==> src/rtl/core/bbe_pkg.sv <==
`timescale 1ns / 1ps
// ----------------------------------------------------------------------------
// Bark band energy package
// Build-time constants, the Bark band tables and the command and status types
// shared by the controller and the datapath modules.
// ----------------------------------------------------------------------------
package bbe_pkg;

    localparam int FFT_SIZE    = 1024;
    localparam int BAND_COUNT  = 25;
    localparam int SAMPLE_BITS = 24;

    localparam int HALF_BINS  = FFT_SIZE / 2;
    localparam int BAND_BITS  = 5;
    localparam int WIDTH_W    = $clog2(HALF_BINS + 1);
    localparam int PWR_W      = 2 * SAMPLE_BITS;
    localparam int ACC_W      = 57;
    localparam int SUM_W      = ((PWR_W > ACC_W) ? PWR_W : ACC_W) + 1;
    localparam int VALUE_W    = 50;
    localparam int EXP_W      = 6;
    localparam int MANT_W     = 31;
    localparam int FRAC_W     = 30;
    localparam int SQR_IDX_W  = 5;
    localparam int LOGD_W     = 36;
    localparam int LOGL_W     = EXP_W + FRAC_W + 2;
    localparam int MAG_W      = LOGL_W - 8;
    localparam int TEN_LOG_W  = 18;
    localparam int LPROD_W    = MAG_W + TEN_LOG_W;
    localparam int Q_W        = LPROD_W + 1 - 30;
    localparam int CNT_W      = $clog2(ACC_W);
    localparam int SQR_STEPS  = 30;

    localparam int S_TDATA_W  = ((2 * SAMPLE_BITS + 7) / 8) * 8;
    localparam int M_TDATA_W  = ((VALUE_W + BAND_BITS + 7) / 8) * 8;

    localparam logic [ACC_W-1:0]        ENERGY_MAX  = {ACC_W{1'b1}};
    localparam logic [VALUE_W-1:0]      LIN_MAX     = {1'b0, {(VALUE_W-1){1'b1}}};
    localparam logic [VALUE_W-1:0]      DB_FLOOR    = VALUE_W'(-24576);
    localparam logic [TEN_LOG_W-1:0]    TEN_LOG10_2 = TEN_LOG_W'(197283);
    localparam logic [LPROD_W:0]        ROUND_HALF  = (LPROD_W+1)'(1) << 29;
    localparam logic [EXP_W-1:0]        EXP_TOP     = EXP_W'(ACC_W - 1);

    localparam longint unsigned A1_DEN = 64'd1000 * FFT_SIZE;
    localparam longint unsigned T_DEN  = 64'd100 * FFT_SIZE;

    localparam longint CORDIC_ANGLE [31] = '{
        843314857, 497837829, 263043837, 133525159, 67021687, 33543516,
        16775851, 8388437, 4194283, 2097149, 1048576, 524288, 262144, 131072,
        65536, 32768, 16384, 8192, 4096, 2048, 1024, 512, 256, 128, 64, 32,
        16, 8, 4, 2, 1
    };

    typedef logic [BAND_COUNT-1:0][WIDTH_W-1:0]   width_table_t;
    typedef logic [BAND_COUNT-1:0][BAND_BITS-1:0] band_table_t;
    typedef logic [BAND_COUNT-1:0][LOGD_W-1:0]    logd_table_t;
    typedef logic [BAND_COUNT-1:0]                flag_table_t;

    typedef struct packed {
        logic take;
        logic clear;
    } acc_cmd_t;

    typedef struct packed {
        logic pipe_busy;
    } acc_sts_t;

    typedef struct packed {
        logic                 load;
        logic                 div_step;
        logic                 norm_step;
        logic                 sqr_step;
        logic [SQR_IDX_W-1:0] sqr_bit;
        logic                 log_sub;
        logic                 log_mul;
        logic                 out_load;
        logic                 linear;
        logic [BAND_BITS-1:0] band;
        logic                 last;
    } math_cmd_t;

    typedef struct packed {
        logic norm_top;
        logic is_zero;
    } math_sts_t;

    // Arctangent of a non-negative Q30 argument by CORDIC, result in Q30.
    function automatic longint atan_q30(input longint arg);
        longint x;
        longint y;
        longint ang;
        longint nx;
        int     k;
        x   = longint'(1) <<< 30;
        y   = arg;
        ang = 0;
        if (arg <= 0)
        begin
            return 0;
        end
        for (k = 0; k < 31; k++)
        begin
            if (y > 0)
            begin
                nx  = x + (y >>> k);
                y   = y - (x >>> k);
                ang = ang + CORDIC_ANGLE[k];
            end
            else
            begin
                nx  = x - (y >>> k);
                y   = y + (x >>> k);
                ang = ang - CORDIC_ANGLE[k];
            end
            x = nx;
        end
        return ang;
    endfunction

    // Base-two logarithm in Q30 by repeated squaring of the mantissa.
    function automatic longint log2_q30(input longint unsigned v);
        int               p;
        int               k;
        longint unsigned  m;
        longint           f;
        p = 63;
        f = 0;
        while ((p > 0) && (((v >> p) & 64'd1) == 64'd0))
        begin
            p--;
        end
        m = (p > 30) ? (v >> (p - 30)) : (v << (30 - p));
        for (k = 30; k > 0; k--)
        begin
            m = (m * m) >> 30;
            if (m >= (64'd2 << 30))
            begin
                m = m >> 1;
                f = f | (longint'(1) <<< (k - 1));
            end
        end
        return (longint'(p) <<< 30) + f;
    endfunction

    function automatic width_table_t calc_widths();
        width_table_t    w;
        longint unsigned i;
        longint unsigned t;
        longint          a1;
        longint          a2;
        longint          z;
        longint          band;
        w = '0;
        for (i = 0; i < HALF_BINS; i++)
        begin
            a1 = longint'(((i * 64'd33516) << 30) / A1_DEN);
            t  = ((i * 64'd588) << 24) / T_DEN;
            a2 = longint'((t * t) >> 18);
            z  = 13 * atan_q30(a1) + ((7 * atan_q30(a2)) >>> 1);
            band = (z < 0) ? 0 : (z >>> 30);
            if (band > BAND_COUNT - 1)
            begin
                band = BAND_COUNT - 1;
            end
            w[band] = w[band] + WIDTH_W'(1);
        end
        return w;
    endfunction

    localparam width_table_t BAND_WIDTH = calc_widths();

    function automatic logic [BAND_BITS-1:0] calc_first();
        logic [BAND_BITS-1:0] fb;
        logic                 found;
        int                   j;
        fb    = '0;
        found = 1'b0;
        for (j = 0; j < BAND_COUNT; j++)
        begin
            if (!found && (BAND_WIDTH[j] != '0))
            begin
                fb    = BAND_BITS'(j);
                found = 1'b1;
            end
        end
        return fb;
    endfunction

    localparam logic [BAND_BITS-1:0] FIRST_BAND = calc_first();

    function automatic band_table_t calc_next();
        band_table_t nb;
        logic        found;
        int          b;
        int          j;
        nb = '0;
        for (b = 0; b < BAND_COUNT; b++)
        begin
            found = 1'b0;
            nb[b] = FIRST_BAND;
            for (j = b + 1; j < BAND_COUNT; j++)
            begin
                if (!found && (BAND_WIDTH[j] != '0))
                begin
                    nb[b] = BAND_BITS'(j);
                    found = 1'b1;
                end
            end
        end
        return nb;
    endfunction

    function automatic flag_table_t calc_last();
        flag_table_t lb;
        int          b;
        int          j;
        lb = '1;
        for (b = 0; b < BAND_COUNT; b++)
        begin
            for (j = b + 1; j < BAND_COUNT; j++)
            begin
                if (BAND_WIDTH[j] != '0)
                begin
                    lb[b] = 1'b0;
                end
            end
        end
        return lb;
    endfunction

    function automatic logd_table_t calc_log_den();
        logd_table_t     d;
        longint unsigned w;
        int              b;
        d = '0;
        for (b = 0; b < BAND_COUNT; b++)
        begin
            w    = (BAND_WIDTH[b] == '0) ? 64'd1 : 64'(BAND_WIDTH[b]);
            d[b] = LOGD_W'(log2_q30(w * 64'd96));
        end
        return d;
    endfunction

    localparam band_table_t NEXT_BAND = calc_next();
    localparam flag_table_t LAST_BAND = calc_last();
    localparam logd_table_t LOG_DEN   = calc_log_den();

endpackage

==> src/rtl/core/bbe_ctrl.sv <==
`timescale 1ns / 1ps
// ----------------------------------------------------------------------------
// Bark band energy controller
// Tracks bins and bands, sequences the band arithmetic and owns the handshakes.
// ----------------------------------------------------------------------------
module bbe_ctrl (
    input  logic                clk,
    input  logic                rst_n,
    input  logic                s_valid,
    output logic                s_ready,
    output logic                m_valid,
    input  logic                m_ready,
    input  logic                cfg_wr_en,
    input  logic                cfg_wr_data,
    output bbe_pkg::acc_cmd_t   acc_cmd,
    input  bbe_pkg::acc_sts_t   acc_sts,
    output bbe_pkg::math_cmd_t  math_cmd,
    input  bbe_pkg::math_sts_t  math_sts
);
    import bbe_pkg::*;

    typedef enum logic [2:0] {
        S_ACCUM,
        S_DRAIN,
        S_DIV,
        S_NORM,
        S_SQR,
        S_LSUB,
        S_LMUL,
        S_OUT
    } state_t;

    state_t               state_reg;
    state_t               state_next;
    logic [CNT_W-1:0]     cnt_reg;
    logic [CNT_W-1:0]     cnt_next;
    logic [BAND_BITS-1:0] band_reg;
    logic [BAND_BITS-1:0] band_next;
    logic [WIDTH_W-1:0]   count_reg;
    logic [WIDTH_W-1:0]   count_next;
    logic                 linear_reg;
    logic                 linear_next;
    logic                 out_valid_reg;
    logic                 out_valid_next;

    logic [WIDTH_W-1:0] band_width;
    logic [WIDTH_W-1:0] count_inc;

    assign band_width = (BAND_WIDTH[band_reg] == '0) ? WIDTH_W'(1) : BAND_WIDTH[band_reg];
    assign count_inc  = count_reg + WIDTH_W'(1);

    always_comb
    begin
        state_next     = state_reg;
        cnt_next       = cnt_reg;
        band_next      = band_reg;
        count_next     = count_reg;
        linear_next    = cfg_wr_en ? cfg_wr_data : linear_reg;
        out_valid_next = out_valid_reg && !m_ready;

        s_ready  = 1'b0;
        acc_cmd  = '0;
        math_cmd = '0;
        math_cmd.linear  = linear_reg;
        math_cmd.band    = band_reg;
        math_cmd.last    = LAST_BAND[band_reg];
        math_cmd.sqr_bit = SQR_IDX_W'(SQR_STEPS - 1) - SQR_IDX_W'(cnt_reg);

        case (state_reg)
            S_ACCUM:
            begin
                s_ready      = 1'b1;
                acc_cmd.take = s_valid;
                if (s_valid)
                begin
                    if (count_inc == band_width)
                    begin
                        count_next = '0;
                        state_next = S_DRAIN;
                    end
                    else
                    begin
                        count_next = count_inc;
                    end
                end
            end
            S_DRAIN:
            begin
                if (!acc_sts.pipe_busy)
                begin
                    math_cmd.load = 1'b1;
                    acc_cmd.clear = 1'b1;
                    cnt_next      = '0;
                    state_next    = linear_reg ? S_DIV : S_NORM;
                end
            end
            S_DIV:
            begin
                math_cmd.div_step = 1'b1;
                cnt_next          = cnt_reg + CNT_W'(1);
                if (cnt_reg == CNT_W'(ACC_W - 1))
                begin
                    state_next = S_OUT;
                end
            end
            S_NORM:
            begin
                math_cmd.norm_step = 1'b1;
                if (math_sts.is_zero)
                begin
                    state_next = S_OUT;
                end
                else if (math_sts.norm_top)
                begin
                    cnt_next   = '0;
                    state_next = S_SQR;
                end
            end
            S_SQR:
            begin
                math_cmd.sqr_step = 1'b1;
                cnt_next          = cnt_reg + CNT_W'(1);
                if (cnt_reg == CNT_W'(SQR_STEPS - 1))
                begin
                    state_next = S_LSUB;
                end
            end
            S_LSUB:
            begin
                math_cmd.log_sub = 1'b1;
                state_next       = S_LMUL;
            end
            S_LMUL:
            begin
                math_cmd.log_mul = 1'b1;
                state_next       = S_OUT;
            end
            S_OUT:
            begin
                if (!out_valid_reg || m_ready)
                begin
                    math_cmd.out_load = 1'b1;
                    out_valid_next    = 1'b1;
                    band_next         = NEXT_BAND[band_reg];
                    state_next        = S_ACCUM;
                end
            end
            default:
            begin
                state_next = S_ACCUM;
            end
        endcase
    end

    always_ff @(posedge clk or negedge rst_n)
    begin
        if (!rst_n)
        begin
            state_reg     <= S_ACCUM;
            cnt_reg       <= '0;
            band_reg      <= FIRST_BAND;
            count_reg     <= '0;
            linear_reg    <= 1'b0;
            out_valid_reg <= 1'b0;
        end
        else
        begin
            state_reg     <= state_next;
            cnt_reg       <= cnt_next;
            band_reg      <= band_next;
            count_reg     <= count_next;
            linear_reg    <= linear_next;
            out_valid_reg <= out_valid_next;
        end
    end

    assign m_valid = out_valid_reg;

    ap_no_overwrite: assert property (@(posedge clk) disable iff (!rst_n)
        math_cmd.out_load |-> (!out_valid_reg || m_ready))
        else $error("Result register loaded while a transaction was still pending.");

    ap_load_drained: assert property (@(posedge clk) disable iff (!rst_n)
        math_cmd.load |-> !acc_sts.pipe_busy)
        else $error("Band sum captured before the bin pipeline had drained.");

    ap_count_in_band: assert property (@(posedge clk) disable iff (!rst_n)
        count_reg < band_width)
        else $error("Bin count ran past the width of the current band.");

    ap_band_populated: assert property (@(posedge clk) disable iff (!rst_n)
        BAND_WIDTH[band_reg] != '0)
        else $error("Current band owns no bins.");

endmodule

==> config.mk <==
export PLATFORM = sky130hd
export DESIGN_NAME = bbe_ctrl
export DESIGN_NICKNAME = d
export VERILOG_FILES = /design/src/rtl/core/bbe_pkg.sv /design/src/rtl/core/bbe_ctrl.sv
export SDC_FILE = /design/constraint.sdc
export NUM_CORES = 1
export LEC_CHECK = 0
export BUFFER_PORTS_ARGS = -buffer_cell sky130_fd_sc_hd__buf_2
export CAP_MARGIN = 10
export CELL_PAD_IN_SITES_DETAIL_PLACEMENT = 1
export CELL_PAD_IN_SITES_GLOBAL_PLACEMENT = 2
export CORE_MARGIN = 2
export CORE_UTILIZATION = 30
export DETAILED_ROUTE_END_ITERATION = 16
export GPL_TIMING_DRIVEN = 0
export MAX_ROUTING_LAYER = met4
export PLACE_DENSITY_LB_ADDON = 0.1
export SYNTH_ARGS = -nofsm -noshare
export SYNTH_HDL_FRONTEND = slang
export SYNTH_SLANG_ARGS = --single-unit
==> constraint.sdc <==
create_clock -name clk -period 2.4 [get_ports clk]
set_input_delay 0.36 -clock clk [delete_from_list [all_inputs] [get_ports clk]]
set_output_delay 0.36 -clock clk [all_outputs]
set_load 0.01 [all_outputs]
==> results of run 1 <==
-- per-stage QoR --
step / hold slack (ns) / area [µm²]
floorplan: 0.0644 / 2050
global placement: 0.440 / 2300
detailed placement: 0.452 / 2300
CTS: 0.132 / 2530
global route: 0.143 / 2560
finish: 0.0959 / 2560
-- worst max-delay path, cell delays in order (launching register included) --
cell and delay, ns:
dfrtp_2 0.46, inv_4 0.09, ha_4 0.22, a21oi_2 0.14
a22oi_2 0.08, xnor2_1 0.13, or4_4 0.53, a2111oi_4 0.26
buf_4 0.21, and3_4 0.21, o21ai_2 0.05
-- path summary, 6_finish.rpt --
path | startpoint | to | slack [ns]
max in group asynchronous | rst_n | band_reg[4]$_DFFE_PN0P_ | 1.81
min in group clk | cfg_wr_data | linear_reg$_DFFE_PN0P_ | 0.30
hold / removal | rst_n | count_reg[5]$_DFFE_PN0P_ | 0.1
setup reg to reg | band_reg[0]$_DFFE_PN0P_ | count_reg[7]$_DFFE_PN0P_ | -0.08
hold reg to reg | cnt_reg[5]$_DFFE_PN0P_ | cnt_reg[5]$_DFFE_PN0P_ | 0.52
setup / recovery | band_reg[0]$_DFFE_PN0P_ | count_reg[7]$_DFFE_PN0P_ | -0.08
-- layout by cell type, fill, tap and decap left out, types with 5 or more instances in the layout --
master	count
ha_1	7
buf_2	32
o21ai_0	13
inv_1	8
clkbuf_1	6
dfrtp_1	23
buf_4	14
xnor2_1	12
nor3_1	9
nand3_1	5
nand2_1	31
nor2_1	17
a21oi_1	11
o21ai_1	5
-- cell type report --
type	count	area, µm²
tap	77	96.3
sequential	26	654
fill	792	3890
inverter	11	46.3
multi-input combinational	193	1390
clock buffer	4	55.1
buffer	14	76.3
timing repair buffer	43	249
-- logic make-up after synthesis --
group | after synthesis | share of synthesized area, %
and+or+nand+nor | 101 | 25.9
adders and majority gates | 12 | 7.39
muxes | 7 | 3.69
buffers and inverters | 25 | 5.60
AOI/OAI and AO/OA | 57 | 18.5
xor gates and xnor gates | 16 | 6.90
DFF | 26 | 32.0
-- timing repair --
item / in CTS / in global routing
setup buffers: 11 / 1
pin swaps: 7 / 0
setup endpoints to repair: 9 / 12
gates resized for setup: 23 / 6
-- power by group --
group / leakage, µW / total [µW] / switching [µW] / internal, µW
Combinational: 0.000781 / 1930 / 1060 / 874
Sequential: 0.000300 / 767 / 190 / 577
Clock: 0.0000288 / 308 / 161 / 147
Total: 0.00111 / 3010 / 1410 / 1600
-- layer usage --
| metal | wire [µm] | vias up |
|---|---|---|
| met4 | 38 | 0 |
| met3 | 140 | 2 |
| li1 | - | 952 |
| met5 | 0 | - |
| met1 | 2850 | 918 |
| met2 | 2700 | 28 |
==> results.ini, run 1 <==
[setup_path]
crit_required_ns = 2.57
arrival_ns = 2.66
start_kind = register
crit_path_max_fanout = 5
worstSetupPathType = reg2reg
reg2reg_depth = 10
setup.worst_path.end_class = register

[run_status]
violations = negative setup slack
status = finished with violations

[global_route]
grtUsageMet2_pct = 27.0
track_usage_pct = 16.8
grt.met1_usage_pct = 22.5
grt_pass1_wl_um = 9670
antenna_found_initial = 0
grt.busiest_layer = met2
grt-ovfl-total = 0
grt_util_met3_pct = 2.00
grt_max_degree = 27
grt_pass1_vias = 1931

[logic_synthesis]
synthArstFlopShare_pct = 100
yosysTopAreaCell = dfrtp_1
post-synth-top-count-cell = nand2_1
synth_fp_nets = 265
synthFlopType = dfrtp_1
synth_edf_count = 0
synth_top_area_share_pct = 32.0
avgSynthCellArea_um2 = 8.33
syn_area_um2 = 2030
ys_seq_area_share_pct = 32.0
syn_inst = 244
ys_types = 49
ys_top_cells_by_count = nand2_1 (31), dfrtp_1 (26), nor2_1 (17)
synth-seq-cells = 26
yosysWarnings = 0
netlist_top_cells_area = dfrtp_1 (32%), ha_1 (7.4%), nand2_1 (5.7%)

[route]
drt_iter0_drc = 54
num_vias = 1900
drtAntennaViolNets = 0
first_pass_iters = 4
viasPerCell = 5.16
wirelength_um = 5720
routedWlPerCell_um = 15.6
drc = 0

[layout]
antenna_cells = 0
drive_gt1_share_pct = 30.9
area_delta_synth_final_pct = 26.2
stdcell_count = 368
final_util_pct = 39.7
fin_nets = 313
largest_reg_flops = 10

[timing]
fin_crit_sh_pct = 104
fin_setup_tns_ns = -0.621
skew_ns = 0.00423
fmax_mhz = 403
maxSlewViolCount = 0
final_hold_viol_count = 0
layout_setup_ws_ns = -0.0842
worstMarginPinSlew_ns = 0.682
setup_viol = 8
grt_setup_unrepaired = yes
fin_crit_ns = 2.48
slew_headroom_pct = 54.5

[floorplanning]
die_w_um = 86.3
dieHeight_um = 86.3
coreArea_um2 = 6460
dieArea_um2 = 7450
start_util_pct = 31.5
ios = 32
num_rows = 29

[clock_network]
path_clk_slew_ns = 0.10
root_buffer = clkbuf_8
htreeDepth = 1
cts_tree = done
clk_latency_ns = 0.28
cts.hold.buffers_added = 0
cts_max_path_buffers = 2
cts_buffers = 3
cts_sinks = 26

[power_and_ir_drop]
p_leak_uw = 0.00111
powerDensity_nw_per_um2 = 1170
peakVddDrop_uv = 401
p_total_uw = 3010

[place]
gp_congestion = 0.766
portBuffers = 31
dp_hpwl_um = 4010
dpl.cell_count = 352
pre_cts_slack_ns = -0.568

[hold_path]
hold_path_class = in2async

[job]
maxCapViolCount = 0

(Power assumes the default switching activity.)
==> run 2: changes to the inputs <==
--- a/config.mk
+++ b/config.mk
@@ -5,12 +5,13 @@
 export SDC_FILE = /design/constraint.sdc
 export NUM_CORES = 1
 export LEC_CHECK = 0
+export ABC_AREA = 1
 export BUFFER_PORTS_ARGS = -buffer_cell sky130_fd_sc_hd__buf_2
 export CAP_MARGIN = 10
 export CELL_PAD_IN_SITES_DETAIL_PLACEMENT = 1
 export CELL_PAD_IN_SITES_GLOBAL_PLACEMENT = 2
 export CORE_MARGIN = 2
-export CORE_UTILIZATION = 30
+export CORE_UTILIZATION = 28
 export DETAILED_ROUTE_END_ITERATION = 16
 export GPL_TIMING_DRIVEN = 0
 export MAX_ROUTING_LAYER = met4
==> run 2 against run 1 <==
Against the previous run:
- the run now ends clean
- cell count is 19% higher
- non-clock buffer count shrank 19
- routed wire length fell by 2.1%
- synthesized cell count increased by 25%
- via count is 4.6% higher
- count of clock-buffer cells in the layout shrank 1
- register-to-register slack improved by 0.34 ns
- sequential share of layout area rose by 1.1 points
- critical path depth is 3 lower
==> results.ini, run 2 <==
[power_and_ir_drop]
powerDensity_nw_per_um2 = 1350  ; +15%
p_leak_uw = 0.00127  ; +14%
p_total_uw = 3320  ; +11%
peakVddDrop_uv = 393  ; -2.0%

[logic_synthesis]
ys_top_cells_by_count = nand2_1 (86), inv_1 (41), dfrtp_1 (26)
syn_area_um2 = 2110  ; +3.8%
synth-simple-area-share_pct = 38.6  ; +13 points
synthArstFlopShare_pct = 100  ; unchanged
yosysWarnings = 0  ; unchanged
synth_top_family_by_area = simple AND/OR/NAND/NOR gates
synth_mux_area_share_pct = 0.534  ; -3.2 points
ys_seq_area_share_pct = 30.8  ; -1.2 points
syn_inst = 306  ; +25%
synth_fa_ha_area_share_pct = 7.12  ; -0.27 points
synth_xor_area_share_pct = 2.08  ; -4.8 points
synth_edf_count = 0  ; unchanged
netlist_top_cells_area = dfrtp_1 (31%), nand2_1 (15%), inv_1 (7.3%)
synthFlopType = dfrtp_1
ys_types = 36  ; -27%
synth_compound_area_share_pct = 9.55  ; -8.9 points
post-synth-top-count-cell = nand2_1
synth-seq-cells = 26  ; unchanged
synth_top_area_share_pct = 30.8  ; -1.2 points
yosysTopAreaCell = dfrtp_1
synth_fp_nets = 327  ; +23%
avgSynthCellArea_um2 = 6.89  ; -17%

[floorplanning]
num_rows = 31  ; +6.9%
coreArea_um2 = 7290  ; +13%
dieArea_um2 = 8240  ; +11%
die_w_um = 90.8  ; +5.2%
dieHeight_um = 90.8  ; +5.2%
start_util_pct = 28.9  ; -2.5 points
ios = 32  ; unchanged

[layout]
final_area_um2 = 2460  ; -4.1%
area_delta_synth_final_pct = 16.5
antenna_cells = 0  ; unchanged
drive_gt1_share_pct = 21.5  ; -9.5 points
largest_reg_flops = 10  ; unchanged
final_cell_mix = nand2_1 (86), inv_1 (41), buf_2 (32)
fin_nets = 363  ; +16%
mostFrequentLayoutCell = nand2_1
nFillCells = 977  ; +23%

[clock_network]
htreeDepth = 1  ; unchanged
post-cts-setup-buffers = 0  ; -11
cts_buffers = 3  ; unchanged
path_clk_slew_ns = 0.09  ; about the same
clk_latency_ns = 0.27  ; about the same
cts_sinks = 26  ; unchanged
root_buffer = clkbuf_8
cts_tree = done
cts_max_path_buffers = 2  ; unchanged

[route]
dr_wl_met2_um = 2580  ; -4.2%
drtAntennaViolNets = 0  ; unchanged
maxUsedRoutingLayer = met4
wirelength_um = 5610  ; -2.1%
wl_met1_um = 2860  ; +0.46%
routedWlPerCell_um = 12.8  ; -18%
drc = 0  ; unchanged
viasPerCell = 4.53  ; -12%
first_pass_iters = 4  ; unchanged
met3_wirelength_um = 107  ; -24%
num_vias = 1988  ; +4.6%
drt_iter0_drc = 63  ; +17%

[timing]
slew_headroom_pct = 56.4  ; +1.9 points
final_hold_viol_count = 0  ; unchanged
maxSlewViolCount = 0  ; unchanged
fin_setup_tns_ns = 0  ; +0.621 ns
skew_ns = 0.00217  ; -0.00206 ns
fin_crit_sh_pct = 91.8  ; -12 points
setup_viol = 0  ; -8
fin_crit_ns = 2.20  ; -0.280 ns
grt_setup_unrepaired = no
worstMarginPinSlew_ns = 0.654  ; -0.0281 ns
fmax_mhz = 454  ; +13%

[setup_path]
crit_start = state_reg[1]$_DFFE_PN0P_
setup.worst_path.end_class = primary output
crit_path_max_fanout = 10  ; +5
arrival_ns = 1.84  ; -0.82 ns
worstSetupPathType = reg2out
rr_startpoint = band_reg[0]$_DFFE_PN0P_
crit_required_ns = 2.04  ; -0.53 ns
start_kind = register

[global_route]
grt-ovfl-total = 0  ; unchanged
track_usage_pct = 14.8  ; -1.9 points
grt_pass1_vias = 2093  ; +8.4%
antenna_found_initial = 0  ; unchanged
grt_max_degree = 27  ; unchanged
grt_pass1_wl_um = 9870  ; +2.1%

[place]
dp_hpwl_um = 4470  ; +11%
gp_congestion = 0.768  ; +0.26%
portBuffers = 31  ; unchanged
placed_cell_area_um2 = 2390  ; +3.7%

[run_status]
status = complete, no violations

[job]
maxCapViolCount = 0  ; unchanged

[hold_path]
hold_path_class = in2async

## run 2: changes by cell type in the layout (fill, tap and decap cells not counted), sizes merged, moves of 4 or more
cell	change
a32oi	-4
buf	-11
clkbuf	-9
inv	+36
nand2	+61
nand2b	-4
nand3	+26
nor2	+11
nor2b	-6
xnor2	-11
## run 2: worst paths after layout
path / endpoint / cells after the start / slack [ns]
worst max-delay path: acc_cmd[1] / 7 / 0.20
worst min-delay path: cnt_reg[1]$_DFFE_PN0P_ / 1 / 0.10
worst max register to register: state_reg[1]$_DFFE_PN0P_ / 14 / 0.26
worst min register to register: linear_reg$_DFFE_PN0P_ / 1 / 0.56
max in group asynchronous: band_reg[0]$_DFFE_PN0P_ / 1 / 1.83
min in group clk: linear_reg$_DFFE_PN0P_ / 2 / 0.32
## run 2: worst max-delay path, cell delays in order (launching register included)
cell	delay (ns)
dfrtp_1	0.43
inv_1	0.13
nand2_1	0.17
nor2_4	0.17
nand2_1	0.15
inv_4	0.15
clkbuf_4	0.23
buf_2	0.15
## run 2: kinds of logic (layout without fill, tap and decap cells)
kind of cell / after synthesis / after routing
XOR/XNOR: 5 / 5
flip-flops: 26 / 26
multiplexers: 1 / 1
adder cells (fa/ha/maj): 12 / 12
buffers and inverters: 57 / 91
AO/OA/AOI/OAI: 36 / 36
AND/OR/NAND/NOR: 169 / 169
## run 2: metal layers
layer  global-route usage (%)  vias to the layer above
met4                     3.16                        0
met2                     24.2                       21
met3                     1.34                        4
li1                         -                     1047
met1                     20.2                      916
met5                        -                        -
## run 2: final cells by class
class | count | area [µm²] | area share (%)
multi-input cells | 223 | 1240 | 50.5
flip-flops and latches | 26 | 653 | 26.6
inverters | 50 | 193 | 7.84
repair buffers | 31 | 155 | 6.31
well taps | 99 | 124 | 5.04
plain buffers | 7 | 50.0 | 2.04
clock buffers | 3 | 41.3 | 1.68
## run 2: timing repair
action	4_1_cts	5_1_grt
resized for setup	1	6
cloned	0	0
hold buffers	0	0
endpoints found under the setup margin	1	11
hold endpoints to repair	0	0
## run 2: metrics by stage
stage          hold WS (ns)  worst slack [ns]  instances  util [%]
6_report              0.100             0.196        439      33.7
5_1_grt               0.142            0.0106        439      33.7
4_1_cts               0.136            0.0148        439      33.4
3_5_place_dp          0.451             0.140        436      32.8
3_3_place_gp          0.427             0.161        436      32.8
2_1_floorplan        0.0644             0.390        306         -
## run 2: where the power goes
group	internal, µW	switching [µW]
registers	625	196
clock network	113	141
logic	795	1450
==> run 3: changes to the inputs <==
--- a/config.mk
+++ b/config.mk
@@ -11,7 +11,8 @@
 export CELL_PAD_IN_SITES_DETAIL_PLACEMENT = 1
 export CELL_PAD_IN_SITES_GLOBAL_PLACEMENT = 2
 export CORE_MARGIN = 2
-export CORE_UTILIZATION = 28
+export CORE_UTILIZATION = 29
+export CTS_BUF_LIST = sky130_fd_sc_hd__clkbuf_8
 export DETAILED_ROUTE_END_ITERATION = 16
 export GPL_TIMING_DRIVEN = 0
 export MAX_ROUTING_LAYER = met4
==> run 3 against run 2 <==
Against the previous run:
- hold slack got worse by 0.0075 ns
- worst setup slack got worse by 0.0072 ns
- critical path depth did not move
- first-iteration DRC count fell by 3.2%
- highest routed layer unchanged
- fmax fell by 0.32%
- die area fell by 3.3%
- critical path type unchanged
==> results.ini, run 3 (same netlist as run 2, synthesis figures left out) <==
[timing]
final_hold_viol_count = 0  ; unchanged
layout_setup_ws_ns = 0.189  ; -0.00717 ns
fin_crit_ns = 2.21  ; +0.00717 ns
worstMarginPinSlew_ns = 0.637  ; -0.0170 ns
fin_setup_tns_ns = 0  ; unchanged
fmax_mhz = 452  ; -0.32%
setup_viol = 0  ; unchanged
grt_setup_unrepaired = yes
maxSlewViolCount = 0  ; unchanged
skew_ns = 0.00336  ; +0.00119 ns
fin_crit_sh_pct = 92.1  ; +0.30 points
slew_headroom_pct = 57.5  ; +1.1 points

[clock_network]
htreeDepth = 1  ; unchanged
cts_tree = done
root_buffer = clkbuf_8
clk_latency_ns = 0.27  ; about the same
cts_max_path_buffers = 2  ; unchanged
cts_sinks = 26  ; unchanged
path_clk_slew_ns = 0.10  ; about the same
cts_buffers = 3  ; unchanged
post-cts-setup-buffers = 0  ; unchanged
cts.hold.buffers_added = 0  ; unchanged

[power_and_ir_drop]
peakVddDrop_uv = 459  ; +17%
p_leak_uw = 0.00128  ; +0.57%
powerDensity_nw_per_um2 = 1360  ; +0.67%

[setup_path]
crit_path_max_fanout = 10  ; unchanged
crit_chain = inv_1 -> nand2_1 -> nor2_4 -> nand2_1 -> inv_4 -> clkbuf_4 -> buf_2
reg2reg_depth = 14  ; unchanged
start_kind = register
cp_common_cell = nand2_1
setup.worst_path.end_class = primary output
cp.buffers_inverters = 4  ; unchanged
cp_num_cells = 7  ; unchanged
crit_family = buffers and inverters
crit_required_ns = 2.04  ; about the same
worstSetupPathType = reg2out
cp_slowest_cell = dfrtp_1
arrival_ns = 1.85  ; about the same
slowest_delay_ns = 0.44  ; about the same

[layout]
area_delta_synth_final_pct = 17.1
final_area_um2 = 2470  ; +0.56%
stdcell_count = 440  ; +0.23%
drive_gt1_share_pct = 21.7  ; +0.23 points
final_cell_mix = nand2_1 (86), inv_1 (41), buf_2 (32)
fin_nets = 363  ; unchanged
largest_reg_flops = 10  ; unchanged
mostFrequentLayoutCell = nand2_1
antenna_cells = 0  ; unchanged

[place]
gp_congestion = 0.765  ; -0.33%
portBuffers = 31  ; unchanged
pre_cts_slack_ns = 0.121  ; -0.0184 ns
dpl.cell_count = 436  ; unchanged
placed_cell_area_um2 = 2390  ; unchanged
dp_hpwl_um = 4530  ; +1.2%

[job]
maxCapViolCount = 0  ; unchanged

[global_route]
grt-ovfl-total = 0  ; unchanged
grt_pass1_wl_um = 9670  ; -2.0%
grt_pass1_vias = 2066  ; -1.3%
antenna_found_initial = 0  ; unchanged
track_usage_pct = 15.8  ; +0.99 points
grt_max_degree = 27  ; unchanged

[route]
routedWlPerCell_um = 12.6  ; -0.97%
num_vias = 2061  ; +3.7%
wirelength_um = 5560  ; -0.75%
first_pass_iters = 4  ; unchanged
drc = 0  ; unchanged
drtAntennaViolNets = 0  ; unchanged
drt_iter0_drc = 61  ; -3.2%
viasPerCell = 4.68  ; +3.4%

[floorplanning]
start_util_pct = 29.6  ; +0.63 points
ios = 32  ; unchanged
coreArea_um2 = 7140  ; -2.1%
die_w_um = 89.3  ; -1.7%
num_rows = 31  ; unchanged
dieHeight_um = 89.3  ; -1.7%
dieArea_um2 = 7970  ; -3.3%

[hold_path]
hold_path_class = in2async

[run_status]
status = complete, no violations

run 3: cell count changes in the layout (fill, tap and decap cells not counted), sizes merged:
cell	delta
clkbuf	+1
run 3: layout make-up:
type | instances | area [µm²]
inverters | 50 | 193
multi-input cells | 223 | 1240
flip-flops and latches | 26 | 653
plain buffers | 7 | 50.0
well taps | 99 | 124
fillers | 934 | 4670
repair buffers | 31 | 155
clock buffers | 4 | 55.1
run 3: stage by stage:
step | util (%) | hold slack [ns] | total power (µW)
2_1_floorplan | - | 0.0644 | 2460
3_3_place_gp | 33.5 | 0.416 | 3060
3_5_place_dp | 33.5 | 0.430 | 3080
4_1_cts | 34.3 | 0.124 | 3390
5_1_grt | 34.6 | 0.138 | 3760
6_report | 34.6 | 0.0929 | 3360
run 3: layer usage:
layer  global-route usage, %  wire length (µm)  part of all wire, %  up-vias
li1                        -                 -                    -     1049
met1                    21.2              2810                   50      985
met2                    26.1              2590                   47       23
met3                    1.39               116                  2.1        4
met4                    3.66                46                 0.83        0
met5                       -                 0                    0        -
run 3: path summary, 6_finish.rpt:
kind	from	endpoint	slack [ns]
setup / recovery	state_reg[1]$_DFFE_PN0P_	acc_cmd[1]	0.19
hold / removal	rst_n	cnt_reg[0]$_DFFE_PN0P_	0.09
setup reg to reg	band_reg[0]$_DFFE_PN0P_	state_reg[1]$_DFFE_PN0P_	0.26
hold reg to reg	m_valid$_DFF_PN0_	m_valid$_DFF_PN0_	0.55
max in group asynchronous	rst_n	band_reg[1]$_DFFE_PN0P_	1.86
min in group clk	cfg_wr_data	linear_reg$_DFFE_PN0P_	0.31
run 3: where the power goes:
| group | total, µW | switching (µW) | internal, µW |
|---|---|---|---|
| clock network | 299 | 152 | 147 |
| logic | 2240 | 1450 | 796 |
| registers | 822 | 197 | 625 |
| total | 3360 | 1800 | 1570 |
run 3: timing repair:
action,in CTS,in global routing
pin swaps,0,0
endpoints found under the setup margin,1,11
gates resized for setup,1,6
